[src/rtl/core/elf_segment_region_splitter_assert.svh]
// Assertion macros used by the region splitter RTL.
// ESR_ASSERT checks an implication in the same cycle; ESR_ASSERT_NXT checks it in the following cycle.
// Both are quiet while rst_n is low.
`ifndef ELF_SEGMENT_REGION_SPLITTER_ASSERT_SVH
`define ELF_SEGMENT_REGION_SPLITTER_ASSERT_SVH
`ifndef ASSERT_OFF
`define ESR_ASSERT(label, ante, cons, msg) \
  label: assert property (@(posedge clk) disable iff (!rst_n) (ante) |-> (cons)) else $error(msg);
`define ESR_ASSERT_NXT(label, ante, cons, msg) \
  label: assert property (@(posedge clk) disable iff (!rst_n) (ante) |=> (cons)) else $error(msg);
`else
`define ESR_ASSERT(label, ante, cons, msg)
`define ESR_ASSERT_NXT(label, ante, cons, msg)
`endif
`endif

[src/rtl/core/esr_pkg.sv]
package esr_pkg;

  localparam int IDX_W = 4;

  // Program header types
  localparam logic [31:0] HDR_NULL    = 32'd0;
  localparam logic [31:0] HDR_LOAD    = 32'd1;
  localparam logic [31:0] HDR_DYNAMIC = 32'd2;
  localparam logic [31:0] HDR_INTERP  = 32'd3;
  localparam logic [31:0] HDR_NOTE    = 32'd4;
  localparam logic [31:0] HDR_SHLIB   = 32'd5;
  localparam logic [31:0] HDR_PHDR    = 32'd6;

  // Result kinds
  localparam logic [1:0] KIND_REGION   = 2'd0;
  localparam logic [1:0] KIND_DYNAMIC  = 2'd1;
  localparam logic [1:0] KIND_UNKNOWN  = 2'd2;
  localparam logic [1:0] KIND_OVERFLOW = 2'd3;

  typedef struct packed {
    logic [31:0] seg_type;
    logic [31:0] seg_vaddr;
    logic [31:0] seg_offset;
    logic [31:0] seg_filesz;
    logic [31:0] seg_memsz;
    logic        seg_writable;
    logic        last_header;
  } hdr_t;

  typedef struct packed {
    logic [1:0]       result_kind;
    logic [IDX_W-1:0] region_index;
    logic [31:0]      region_start;
    logic [31:0]      region_size;
    logic [31:0]      vm_start;
    logic [31:0]      vm_size;
    logic [31:0]      file_start;
    logic [31:0]      file_size;
    logic             anonymous;
    logic             writable;
    logic             last_result;
  } res_t;

  // Control from the region calculator to the sequencing logic
  typedef struct packed {
    logic emit;    // this phase produces a result word
    logic more;    // a second result word follows for the same header
    logic region;  // the result word consumes a region slot
  } calc_ctl_t;

endpackage

[src/rtl/core/esr_region_calc.sv]
module esr_region_calc #(
  parameter int PAGE_SIZE   = 4096,
  parameter int MAX_REGIONS = 16,
  parameter int CNT_W       = $clog2(MAX_REGIONS + 1)
) (
  input  esr_pkg::hdr_t      hdr,
  input  logic               phase,
  input  logic [CNT_W-1:0]   count,
  output esr_pkg::res_t      res,
  output esr_pkg::calc_ctl_t ctl
);
  import esr_pkg::*;

  localparam logic [31:0]      OFS_MASK = 32'(PAGE_SIZE - 1);
  localparam logic [CNT_W-1:0] CNT_MAX  = CNT_W'(MAX_REGIONS);

  function automatic logic [31:0] page_down(input logic [31:0] x);
    return x & ~OFS_MASK;
  endfunction

  function automatic logic [31:0] page_up(input logic [31:0] x);
    return (x + OFS_MASK) & ~OFS_MASK;
  endfunction

  logic        is_load, is_dyn, is_unknown, split, tail, ovf;
  logic [31:0] poff, vms, vmz, vmz_all;

  assign is_load    = (hdr.seg_type == HDR_LOAD);
  assign is_dyn     = (hdr.seg_type == HDR_DYNAMIC);
  assign is_unknown = (hdr.seg_type > HDR_PHDR);
  assign poff       = hdr.seg_vaddr & OFS_MASK;
  assign vms        = page_down(hdr.seg_vaddr);
  assign vmz        = page_up(hdr.seg_filesz + poff);
  assign vmz_all    = page_up(hdr.seg_memsz + poff);
  assign split      = (hdr.seg_memsz != hdr.seg_filesz);
  // end of the zero-fill tail lies in a later page than the last file byte
  assign tail       = page_down(hdr.seg_vaddr + hdr.seg_memsz)
                      != page_down(hdr.seg_vaddr + hdr.seg_filesz - 32'd1);
  assign ovf        = (count >= CNT_MAX);

  assign ctl.emit   = is_load || is_dyn || is_unknown;
  assign ctl.more   = is_load && split && tail && !phase;
  assign ctl.region = is_load && !ovf;

  always_comb begin
    res             = '0;
    res.last_result = !ctl.more;
    if (is_load) begin
      if (ovf) begin
        res.result_kind = KIND_OVERFLOW;
      end else begin
        res.result_kind  = KIND_REGION;
        res.region_index = IDX_W'(count);
        res.region_start = hdr.seg_vaddr;
        res.writable     = hdr.seg_writable;
        if (!phase) begin
          // with equal sizes memsz and filesz agree, so one form serves both
          res.region_size = hdr.seg_filesz;
          res.vm_start    = vms;
          res.vm_size     = vmz;
          res.file_start  = hdr.seg_offset;
          res.file_size   = hdr.seg_filesz;
        end else begin
          res.region_size = hdr.seg_memsz - hdr.seg_filesz;
          res.vm_start    = vms + vmz;
          res.vm_size     = vmz_all - vmz;
          res.anonymous   = 1'b1;
        end
      end
    end else if (is_dyn) begin
      res.result_kind  = KIND_DYNAMIC;
      res.region_start = hdr.seg_vaddr;
    end else if (is_unknown) begin
      res.result_kind = KIND_UNKNOWN;
    end
  end

endmodule

[src/rtl/core/esr_out_stage.sv]
module esr_out_stage (
  input  logic          clk,
  input  logic          rst_n,
  input  logic          load,
  input  esr_pkg::res_t d,
  output logic          free,
  output logic          out_valid,
  input  logic          out_stall,
  output esr_pkg::res_t out_word
);
  import esr_pkg::*;

  logic valid_r, valid_nxt;
  res_t word_r;

  // hold the word while stalled; take a new one once it has gone
  assign free      = !valid_r || !out_stall;
  assign valid_nxt = free ? load : valid_r;

  always_ff @(posedge clk) begin
    if (!rst_n) begin
      valid_r <= 1'b0;
    end else begin
      valid_r <= valid_nxt;
    end
  end

  always_ff @(posedge clk) begin
    if (free && load) begin
      word_r <= d;
    end
  end

  assign out_valid = valid_r;
  assign out_word  = word_r;

endmodule

[src/rtl/core/elf_segment_region_splitter.sv]
// ELF32 program header to memory region splitter. Each input word is one program header; each
// output word is one result: a region descriptor, a dynamic section address, an unknown-type
// error or a region overflow, with last_result marking the final word for that header. A load
// segment with matching file and memory sizes gives one region; one with a zero-fill tail gives
// the file-backed region and, when the tail reaches a further page, an anonymous region mapped
// straight after it. Null, interp, note, shlib and phdr headers give no output word at all.
// A header passes through one input register and one output register: the region calculator
// works on the header in the input register and its result words are captured in the output
// register. The block takes one header per cycle while the output is not stalled; a split load
// segment with an anonymous tail holds the input register while the shared region calculator
// produces the second word. The region counter saturates at MAX_REGIONS and clears after a
// header flagged last_header.
// PAGE_SIZE must be a power of two.
`include "elf_segment_region_splitter_assert.svh"

module elf_segment_region_splitter #(
  parameter int PAGE_SIZE   = 4096,
  parameter int MAX_REGIONS = 16
) (
  input  logic          clk,
  input  logic          rst_n,
  input  logic          in_valid,
  output logic          in_stall,
  input  esr_pkg::hdr_t in_word,
  output logic          out_valid,
  input  logic          out_stall,
  output esr_pkg::res_t out_word
);
  import esr_pkg::*;

  localparam int CNT_W = $clog2(MAX_REGIONS + 1);

  // Input register: the header under work
  logic             a_valid_r, a_valid_nxt;
  hdr_t             a_hdr_r;
  // Phase: low for the first result word of a header, high for the anonymous tail
  logic             phase_r, phase_nxt;
  // Regions emitted in the current header table
  logic [CNT_W-1:0] count_r, count_nxt;

  res_t      calc_res;
  calc_ctl_t calc_ctl;
  logic      out_free, out_load, a_consume, a_take;

  esr_region_calc #(
    .PAGE_SIZE  (PAGE_SIZE),
    .MAX_REGIONS(MAX_REGIONS),
    .CNT_W      (CNT_W)
  ) u_calc (
    .hdr  (a_hdr_r),
    .phase(phase_r),
    .count(count_r),
    .res  (calc_res),
    .ctl  (calc_ctl)
  );

  esr_out_stage u_out (
    .clk      (clk),
    .rst_n    (rst_n),
    .load     (out_load),
    .d        (calc_res),
    .free     (out_free),
    .out_valid(out_valid),
    .out_stall(out_stall),
    .out_word (out_word)
  );

  // Push a result word whenever the output register can take one.
  assign out_load  = a_valid_r && calc_ctl.emit && out_free;
  // Drop the header once its final word is pushed, or at once if it yields nothing.
  assign a_consume = a_valid_r && (!calc_ctl.emit || (out_free && !calc_ctl.more));
  assign in_stall  = a_valid_r && !a_consume;
  assign a_take    = in_valid && !in_stall;

  always_comb begin
    a_valid_nxt = a_valid_r;
    phase_nxt   = phase_r;
    count_nxt   = count_r;
    if (!a_valid_r || a_consume) begin
      a_valid_nxt = in_valid;
    end
    if (out_load) begin
      phase_nxt = calc_ctl.more;
    end
    // End of table wins over a region taken by the same header.
    if (a_consume && a_hdr_r.last_header) begin
      count_nxt = '0;
    end else if (out_load && calc_ctl.region) begin
      count_nxt = count_r + CNT_W'(1);
    end
  end

  always_ff @(posedge clk) begin
    if (!rst_n) begin
      a_valid_r <= 1'b0;
      phase_r   <= 1'b0;
      count_r   <= '0;
    end else begin
      a_valid_r <= a_valid_nxt;
      phase_r   <= phase_nxt;
      count_r   <= count_nxt;
    end
  end

  always_ff @(posedge clk) begin
    if (a_take) begin
      a_hdr_r <= in_word;
    end
  end

  `ESR_ASSERT(a_count_bound, 1'b1, count_r <= CNT_W'(MAX_REGIONS), "region count past limit")
  `ESR_ASSERT(a_phase_needs_hdr, phase_r, a_valid_r, "tail phase without a header")
  `ESR_ASSERT_NXT(a_phase_ends, phase_r && out_free, !phase_r, "tail phase did not close")

endmodule
[config.mk]
export PLATFORM = sky130hd
export DESIGN_NAME = elf_segment_region_splitter
export DESIGN_NICKNAME = d
export VERILOG_FILES = /design/src/rtl/core/esr_pkg.sv /design/src/rtl/core/esr_region_calc.sv /design/src/rtl/core/esr_out_stage.sv /design/src/rtl/core/elf_segment_region_splitter.sv
export VERILOG_INCLUDE_DIRS = /design/src /design/src/rtl/core
export SDC_FILE = /design/constraint.sdc
export NUM_CORES = 1
export LEC_CHECK = 0
export BUFFER_PORTS_ARGS = -buffer_cell sky130_fd_sc_hd__buf_2
export CELL_PAD_IN_SITES_DETAIL_PLACEMENT = 1
export CELL_PAD_IN_SITES_GLOBAL_PLACEMENT = 1
export CORE_ASPECT_RATIO = 0.75
export CORE_MARGIN = 2
export CORE_UTILIZATION = 30
export CTS_CLUSTER_DIAMETER = 30
export DETAILED_ROUTE_END_ITERATION = 6
export GPL_TIMING_DRIVEN = 0
export PLACE_DENSITY = 0.68
export SKIP_CTS_REPAIR_TIMING = 1
export SYNTH_ARGS = -nofsm -noshare
export SYNTH_HDL_FRONTEND = slang
export SYNTH_SLANG_ARGS = --single-unit
[constraint.sdc]
create_clock -name clk -period 28.1 [get_ports clk]
set_input_delay 2.81 -clock clk [delete_from_list [all_inputs] [get_ports clk]]
set_output_delay 2.81 -clock clk [all_outputs]
set_load 0.05 [all_outputs]
==> results of run 1 <==
[layout by cell type (no fill, tap or decap), types with 15 or more instances in the layout]
| master | Yosys | final |
|---|---|---|
| and2_1 | 38 | 38 |
| o22ai_1 | 56 | 56 |
| clkbuf_16 | 0 | 78 |
| xor2_1 | 47 | 47 |
| nor3_1 | 30 | 30 |
| o21ai_0 | 51 | 51 |
| nand4_1 | 31 | 31 |
| nand3_1 | 37 | 37 |
| inv_1 | 215 | 214 |
| edfxtp_1 | 339 | 339 |
| clkbuf_1 | 26 | 37 |
| xnor2_1 | 104 | 104 |
| nor2_1 | 109 | 109 |
| nand2_1 | 71 | 71 |
| nor2b_1 | 16 | 15 |
| and3_1 | 56 | 56 |
| a21oi_1 | 94 | 94 |
| buf_2 | 0 | 344 |
| ha_1 | 183 | 183 |
| a21o_1 | 39 | 39 |
| buf_4 | 24 | 25 |
| conb_1 | 1 | 24 |
[registers in the layout, indices dropped and copies added, names as in the netlist]
register / flops
count_r: 5
a_valid_r: 1
phase_r: 1
u_out.out_word: 177
u_out.out_valid: 1
a_hdr_r: 162
[power by group]
part / switching [mW] / leakage [nW] / internal [mW]
sequential: 0.0188 / 3.19 / 0.599
clock: 0.332 / 1.25 / 0.589
combinational: 0.227 / 6.32 / 0.123
total: 0.577 / 10.8 / 1.31
[stage by stage]
stage,hold WS (ns),setup WS [ns],total power [mW],cells
5_1_grt,0.555,19.75,1.96,3162
3_5_place_dp,0.533,20.72,0.972,3016
4_1_cts,0.546,19.96,1.90,3162
3_3_place_gp,0.507,11.55,0.967,3009
6_report,0.542,20.00,1.89,3164
2_1_floorplan,0.478,16.73,0.873,1794
[how the worst max path moves through the flow]
stage	start	endpoint	slack (ns)	cells past startpoint
after floorplan	a_hdr_r[49]	a_hdr_r[0]	16.73	16
final	a_hdr_r[35]	in_stall	20.00	16
after detailed placement	a_hdr_r[43]	in_stall	20.72	16
after CTS	a_hdr_r[43]	in_stall	19.96	16
after global placement	a_hdr_r[47]	a_hdr_r[121]	11.55	16
after global routing	a_hdr_r[3]	in_stall	19.75	13
[worst register-to-register path, cell delays in order (launching register included)]
cell and delay [ns]:
edfxtp_1 0.43, inv_1 0.18, ha_1 0.17, inv_1 0.04
ha_1 0.26, nand2b_1 0.05, o21ai_0 0.54, nand2_1 0.10
o211a_1 0.27, o211ai_2 0.27, a21oi_1 0.25, nor2_1 0.35
nand3_1 0.31, nor3_1 0.80, nand2_1 0.16, xnor2_1 0.49
inv_1 0.12, ha_1 0.37, a21o_1 0.20, a21oi_1 0.17
o22a_1 0.18, o211ai_1 0.15, nand2_1 0.09, o21ai_0 0.33
or4_1 0.62, nand4_1 0.16, xnor2_1 0.14, nor2_1 0.06
[layout make-up]
| class | instances | area, µm² | share of cell area |
|---|---|---|---|
| Antenna cell | 2 | 5.00 | 0.000195 |
| Buffer | 57 | 304 | 0.0119 |
| Clock buffer | 89 | 1990 | 0.0777 |
| Clock inverter | 57 | 694 | 0.0271 |
| Inverter | 215 | 815 | 0.0318 |
| Multi-Input combinational cell | 1175 | 8550 | 0.333 |
| Sequential cell | 347 | 10300 | 0.403 |
| Tap cell | 871 | 1090 | 0.0425 |
| Timing Repair Buffer | 351 | 1860 | 0.0724 |
[metal layers]
| layer | vias up | global-route usage | part of all wire |
|---|---|---|---|
| met5 | - | 0 | 0.0012 |
| met4 | 12 | 0.0661 | 0.025 |
| li1 | 7371 | - | - |
| met2 | 543 | 0.325 | 0.44 |
| met3 | 116 | 0.0596 | 0.079 |
| met1 | 7924 | 0.286 | 0.45 |
[logic make-up (layout without fill, tap and decap cells)]
kind of cell / Yosys count / in the layout / synth area share
simple gates: 441 / 441 / 0.115
buf+inv: 272 / 769 / 0.0558
compound gates: 372 / 372 / 0.125
fa+ha+maj: 186 / 186 / 0.118
xor+xnor: 151 / 151 / 0.0664
flops: 347 / 347 / 0.520
other cells: 1 / 26 / 0.000188
mux: 1 / 1 / 0.000566
==> results.yml, run 1 <==
status:
  status: "complete, no violations"
placement:
  dpl_cell_area_um2: 23000
  hpwl_um: 56500
  routabilityCongestion: 0.892
  portBuffers: 344
sta:
  max_freq_ghz: 0.123
  fin_tns_setup_ns: 0
  finalMaxSlewViolations: 0
  setup_viol: 0
  min_period_over_period: 0.288
  worst_slew_pin_slew_ns: 1.29
  finalHoldViolCount: 0
  fin_crit_ns: 8.10
  finClkSkew_ns: 0.0532
  rsz0062_at_grt: "false"
  slew-limit-headroom: 0.140
finish:
  fillers: 7266
  drive_gt1_frac: 0.233
  fin_area_um2: 25600
  post-route-util: 0.392
  syn2layout_area_growth_pct: 28.9
  nets: 2577
setup_path:
  worst-path-max-fanout: 5
  cp_cell_sequence: "inv_1 > ha_1 > inv_1 > ha_1 > nand2b_1 > o21ai_0 > a31oi_1 > and4b_1 > o21ai_1 > a41oi_1 > xnor2_1 > xnor2_1 > a2111oi_0 > and4_4 > a21oi_2 > buf_2"
  crit_slowest_cell: "a2111oi_0"
  cp_slowest_stage_delay_ns: 0.66
  worstSetupEndpointType: "output port"
  crit_buf_inv: 3
  r2r_cells: 27
  timing.rr.start: "a_hdr_r[35]"
  rrSetupSlack_ns: 20.58
  cp.required_ns: 25.29
  cp_top_family: "compound AO/OA/AOI/OAI gates"
  arrival_ns: 5.29
  rr_endpoint: "u_out.out_word[130]"
  crit_type: "reg2out"
  start_kind: "register"
synth:
  syn-cell-area_um2: 19900
  ys_ff_latch: 347
  synth_top_area_share: 0.511
  synth_ff_type: "edfxtp_1"
  ys_top_cells_by_count: "339 x edfxtp_1, 215 x inv_1, 183 x ha_1, 109 x nor2_1, 104 x xnor2_1"
  ys_types: 75
  yosysMostFrequentCell: "edfxtp_1"
  synth_area_leaders: "edfxtp_1 51%, ha_1 12%, xnor2_1 4.6%, inv_1 4.1%, a21oi_1 2.4%"
  syn_area_per_cell_um2: 11.2
  synth_area_leader_cell: "edfxtp_1"
  yosysSeqAreaShare: 0.520
  synthArstFlopShare: 0
  syn_inst: 1771
  ys_warn_count: 0
  synth-edff-count: 339
floorplan:
  chipWidth_um: 301
  start_util: 0.304
  dieArea_um2: 68400
  coreArea_um2: 65400
  pin_count: 369
  dieHeight_um: 227
  placementRows: 81
route:
  remaining_drc_errors: 0
  avgViaCountPerCell: 5.05
  wl_um: 72600
  via_count: 15966
  drt-pass1-iter-count: 7
  ant_nets: 0
  drt-wirelength-per-cell_um: 22.9
  drt-initial-drc-count: 934
power:
  p_leak_nw: 10.8
  ir_drop_v: 0.0000649
  p_per_area_nw_per_um2: 73.6
clocking:
  cts_buffers: 78
  insertion_delay_ns: 0.65
  path_clk_slew_ns: 0.05
  cts_tree: "done"
  cts.path.max_buffers: 3
  htreeDepth: 3
  cts_root_buffer: "clkbuf_16"
  clock_sinks: 347
hold_path:
  min_to: "u_out.out_word[46]"
  worstHoldStart: "a_hdr_r[77]"
  hold_depth: 1
  hold_class: "reg2reg"
grt:
  grt_overflow_total: 0
  track_usage: 0.211
  grt_max_degree: 93
  grt_pass1_vias: 16664
  antenna_found_initial: 12
  grt_first_pass_wirelength_um: 106000
job:
  cap_violations: 0
Note: power is estimated with default switching activity, not from simulation.
==> inputs of run 2 (changes only) <==
- ABC_AREA: default -> 1
- PLACE_DENSITY: 0.68 -> 0.72
- clock period: 28.1 -> 6.7 ns (I/O delays scaled with it)
==> results.yml, run 2 <==
sta:
  slew-limit-headroom: 0.289
  worst_slew_pin_slew_ns: 1.06
  max_freq_ghz: 0.174
  setup_viol: 0
  min_period_over_period: 0.859
  finClkSkew_ns: 0.0456
  finalHoldViolCount: 0
  finalMaxSlewViolations: 0
  fin_crit_ns: 5.75
  rsz0062_at_grt: "false"
  setup_ws_ns: 0.946
  fin_tns_setup_ns: 0
finish:
  nets: 3506
  syn2layout_area_growth_pct: 26.2
  final_cell_mix: "611 x nand2_1, 488 x inv_1, 348 x buf_2"
  multi_input_area_um2: 10100
  drive_gt1_frac: 0.188
  regArea_um2: 10300
  largest_register_ffs: 177
  post-route-util: 0.381
  final_common_cell: "nand2_1"
  fillers: 8968
synth:
  ys_types: 56
  ys_ff_latch: 347
  synthArstFlopShare: 0
  synth_area_leader_cell: "edfxtp_1"
  yosysMostFrequentCell: "nand2_1"
  synth-edff-count: 339
  synth_top_area_share: 0.450
  synth_ff_type: "edfxtp_1"
  syn-cell-area_um2: 22600
  ys_top_cells_by_count: "611 x nand2_1, 489 x inv_1, 339 x edfxtp_1, 261 x nor2_1, 193 x a21oi_1"
  synth_area_leaders: "edfxtp_1 45%, nand2_1 10%, ha_1 10%, inv_1 8.1%, nor2_1 4.3%"
  ys_warn_count: 0
  syn_inst: 2701
  yosysSeqAreaShare: 0.457
  syn_area_per_cell_um2: 8.37
placement:
  hpwl_um: 70100
  portBuffers: 344
  dp_slack_ns: 1.26
  routabilityCongestion: 0.929
floorplan:
  dieArea_um2: 77600
  pin_count: 369
  dieHeight_um: 242
  placementRows: 87
  chipWidth_um: 321
  coreArea_um2: 74900
  start_util: 0.302
grt:
  grt_max_degree: 95
  grt_overflow_total: 0
  antenna_found_initial: 3
  track_usage: 0.223
  grt_pass1_vias: 20916
  grt_first_pass_wirelength_um: 130000
clocking:
  insertion_delay_ns: 0.64
  cts.path.max_buffers: 3
  htreeDepth: 3
  clock_sinks: 347
  path_clk_slew_ns: 0.05
  cts_buffers: 78
  cts_tree: "done"
  cts_root_buffer: "clkbuf_16"
route:
  drt-wirelength-per-cell_um: 20.9
  drt-initial-drc-count: 1489
  route.met3.wl_um: 4720
  drt-pass1-iter-count: 5
  met1Wirelength_um: 39900
  via_count: 20702
  highest_layer: "met4"
  remaining_drc_errors: 0
  wl_met2_um: 41200
  avgViaCountPerCell: 4.93
  ant_nets: 0
  wl_um: 87600
power:
  p_clk_frac: 0.483
  combPwrFrac: 0.201
  p_sw_mw: 2.57
  p_int_mw: 5.64
  swShare: 0.313
  p_per_area_nw_per_um2: 288
  seq_power_share: 0.316
  ir_drop_v: 0.000191
  p_leak_nw: 13.3
setup_path:
  start_kind: "register"
  crit_slowest_cell: "o21ai_0"
  rrSetupSlack_ns: 0.95
  arrival_ns: 6.09
  cpMostUsedCell: "nand2_1"
  worstSetupEndpointType: "register"
  cp.required_ns: 7.03
  crit_type: "reg2reg"
  cp_slowest_stage_delay_ns: 0.42
  worst-path-max-fanout: 5
job:
  cap_violations: 0
hold_path:
  hold_class: "in2reg"
status:
  status: "complete, no violations"
-- run 2: cells by family (layout without fill, tap and decap cells) --
family                     count (synthesis)  after routing  synth area share
other                                      1             25          0.000166
adders and majority gates                186            186             0.104
xor gates and xnor gates                  44             44            0.0171
DFF                                      347            347             0.457
AOI/OAI and AO/OA                        422            422             0.105
and+or+nand+nor                         1156           1156             0.218
buffers and inverters                    545           1036            0.0982
-- run 2: critical path, delay by kind of cell, from the launching register on --
kind	cells	cell delay [ns]
DFF	1	0.35
AOI/OAI and AO/OA	9	1.73
buffers and inverters	6	0.65
and+or+nand+nor	13	1.85
adders and majority gates	3	0.85
-- run 2: cell type report --
class | count | share of cell area
antenna | 1 | 0.0000877
timing repair buffer | 350 | 0.0651
buffer | 48 | 0.0123
multi-input combinational | 1832 | 0.355
clock buffer | 89 | 0.0709
inverter | 497 | 0.0658
tap | 979 | 0.0430
clock inverter | 52 | 0.0249
sequential | 347 | 0.363
-- run 2: power by group through the flow --
stage	clock, mW	sequential [mW]	combinational (mW)
finish	3.97	2.60	1.65
global route	4.13	2.61	1.82
CTS	4.02	2.60	1.63
detailed placement	0	2.63	1.62
global placement	0	2.65	1.57
floorplan	0	2.79	0.949
-- run 2: metrics by stage --
step	instances	hold WS (ns)	instance area, µm²	power [mW]
floorplan	2724	0.494	22700	3.74
global placement	4047	0.511	25600	4.22
detailed placement	4053	0.527	25800	4.25
CTS	4194	0.178	28500	8.25
global route	4195	0.186	28500	8.55
finish	4195	0.212	28500	8.21
-- run 2: path summary, 6_finish.rpt --
check | startpoint | end | cells after the start
worst max-delay path | a_hdr_r[44] | u_out.out_word[127] | 31
worst min-delay path | in_word[95] | a_hdr_r[95] | 1
worst max register to register | a_hdr_r[44] | u_out.out_word[127] | 31
worst min register to register | u_out.out_valid | u_out.out_valid | 2
-- run 2: layer usage --
metal / global-route usage / vias to the layer above
met3: 0.0353 / 117
met4: 0.0514 / 0
met2: 0.369 / 550
li1: - / 9826
met1: 0.304 / 10209
met5: 0 / -
==> inputs of run 3 (changes only) <==
- PLACE_DENSITY: 0.72 -> default
- PLACE_DENSITY_LB_ADDON: default -> 0.1
==> results.yml, run 3 (synthesized netlist as in run 2, its figures left out) <==
status:
  status: "complete, no violations"
setup_path:
  timing.rr.start: "a_hdr_r[40]"
  crit_type: "reg2reg"
  start_kind: "register"
  worst-path-max-fanout: 5
  cp.required_ns: 7.04
  crit_buf_inv: 6
  worstSetupEndpointType: "register"
  crit_slowest_cell: "o21ai_0"
  rrSetupSlack_ns: 0.95
  cp_top_family: "simple AND/OR/NAND/NOR gates"
  crit_start: "a_hdr_r[40]"
  cp_slowest_stage_delay_ns: 0.41
  cpMostUsedCell: "nand2_1"
  arrival_ns: 6.10
finish:
  largest_register_ffs: 177
  final_cell_mix: "611 x nand2_1, 488 x inv_1, 348 x buf_2"
  nets: 3504
  final_common_cell: "nand2_1"
  post-route-util: 0.379
  fin_area_um2: 28400
  drive_gt1_frac: 0.188
  syn2layout_area_growth_pct: 25.6
  stdcell_count: 4195
power:
  fin_total_pwr_mw: 8.07
  ir_drop_v: 0.000169
  p_leak_nw: 13.2
  p_per_area_nw_per_um2: 284
clocking:
  cts_root_buffer: "clkbuf_16"
  path_clk_slew_ns: 0.05
  clock_sinks: 347
  htreeDepth: 3
  cts.path.max_buffers: 3
  cts_tree: "done"
  insertion_delay_ns: 0.63
  cts_buffers: 76
sta:
  setup_viol: 0
  slew-limit-headroom: 0.320
  finClkSkew_ns: 0.0395
  worst_slew_pin_slew_ns: 1.02
  fin_crit_ns: 5.75
  rsz0062_at_grt: "false"
  finalMaxSlewViolations: 0
  finalHoldViolCount: 0
  min_period_over_period: 0.859
  max_freq_ghz: 0.174
  fin_tns_setup_ns: 0
floorplan:
  chipWidth_um: 321
  start_util: 0.302
  dieHeight_um: 242
  placementRows: 87
  dieArea_um2: 77600
  pin_count: 369
  coreArea_um2: 74900
route:
  via_count: 20362
  remaining_drc_errors: 0
  drt-initial-drc-count: 1185
  drt-pass1-iter-count: 5
  drt-wirelength-per-cell_um: 21.9
  avgViaCountPerCell: 4.85
  ant_nets: 0
  wl_um: 91800
grt:
  grt_max_degree: 106
  grt_pass1_vias: 21116
  grt_overflow_total: 0
  grt_first_pass_wirelength_um: 134000
  track_usage: 0.234
  antenna_found_initial: 1
job:
  cap_violations: 0
placement:
  dpl_cell_area_um2: 25800
  portBuffers: 344
  dp_cells: 4053
  routabilityCongestion: 0.879
  hpwl_um: 76200
hold_path:
  hold_class: "in2reg"
  worstHoldStart: "in_word[118]"
[run 3: power breakdown]
group	internal, mW	total (mW)	leakage (nW)	switching, mW
combinational	0.479	1.68	8.73	1.20
sequential	2.51	2.59	3.20	0.0856
clock	2.50	3.80	1.26	1.29
[run 3: per-layer routing]
metal / global-route usage / vias up / part of all wire
met2: 0.367 / 427 / 0.45
li1: - / 9832 / -
met1: 0.331 / 9998 / 0.48
met5: 0 / - / 0
met4: 0.0591 / 0 / 0.022
met3: 0.0410 / 105 / 0.048
[run 3: path summary, 6_finish.rpt]
path | depth (start not counted) | endpoint
setup / recovery | 31 | u_out.out_word[127]
hold / removal | 1 | a_hdr_r[118]
setup reg to reg | 31 | u_out.out_word[127]
hold reg to reg | 2 | u_out.out_word[61]
[run 3: area by class of cell]
cell class	instances	area [µm²]
Buffer	48	350
Tap cell	979	1220
Clock inverter	55	628
Antenna cell	1	2.50
Timing Repair Buffer	350	1850
Inverter	497	1880
Fill cell	8928	46500
Sequential cell	347	10300
Multi-Input combinational cell	1832	10100
Clock buffer	86	1990
[run 3: worst reg2reg max path, delay by kind of cell (launching register included)]
family	cells	cell delay, ns
AO/OA/AOI/OAI	9	1.74
adder cells (fa/ha/maj)	3	0.88
buffers and inverters	6	0.65
flip-flops	1	0.35
AND/OR/NAND/NOR	13	1.85
[run 3: per-stage QoR]
step           setup WS, ns  hold WS [ns]
2_1_floorplan          1.01         0.494
3_3_place_gp          -1.31         0.510
3_5_place_dp           1.12         0.526
4_1_cts                1.05         0.170
5_1_grt               0.540         0.189
6_report              0.946         0.218
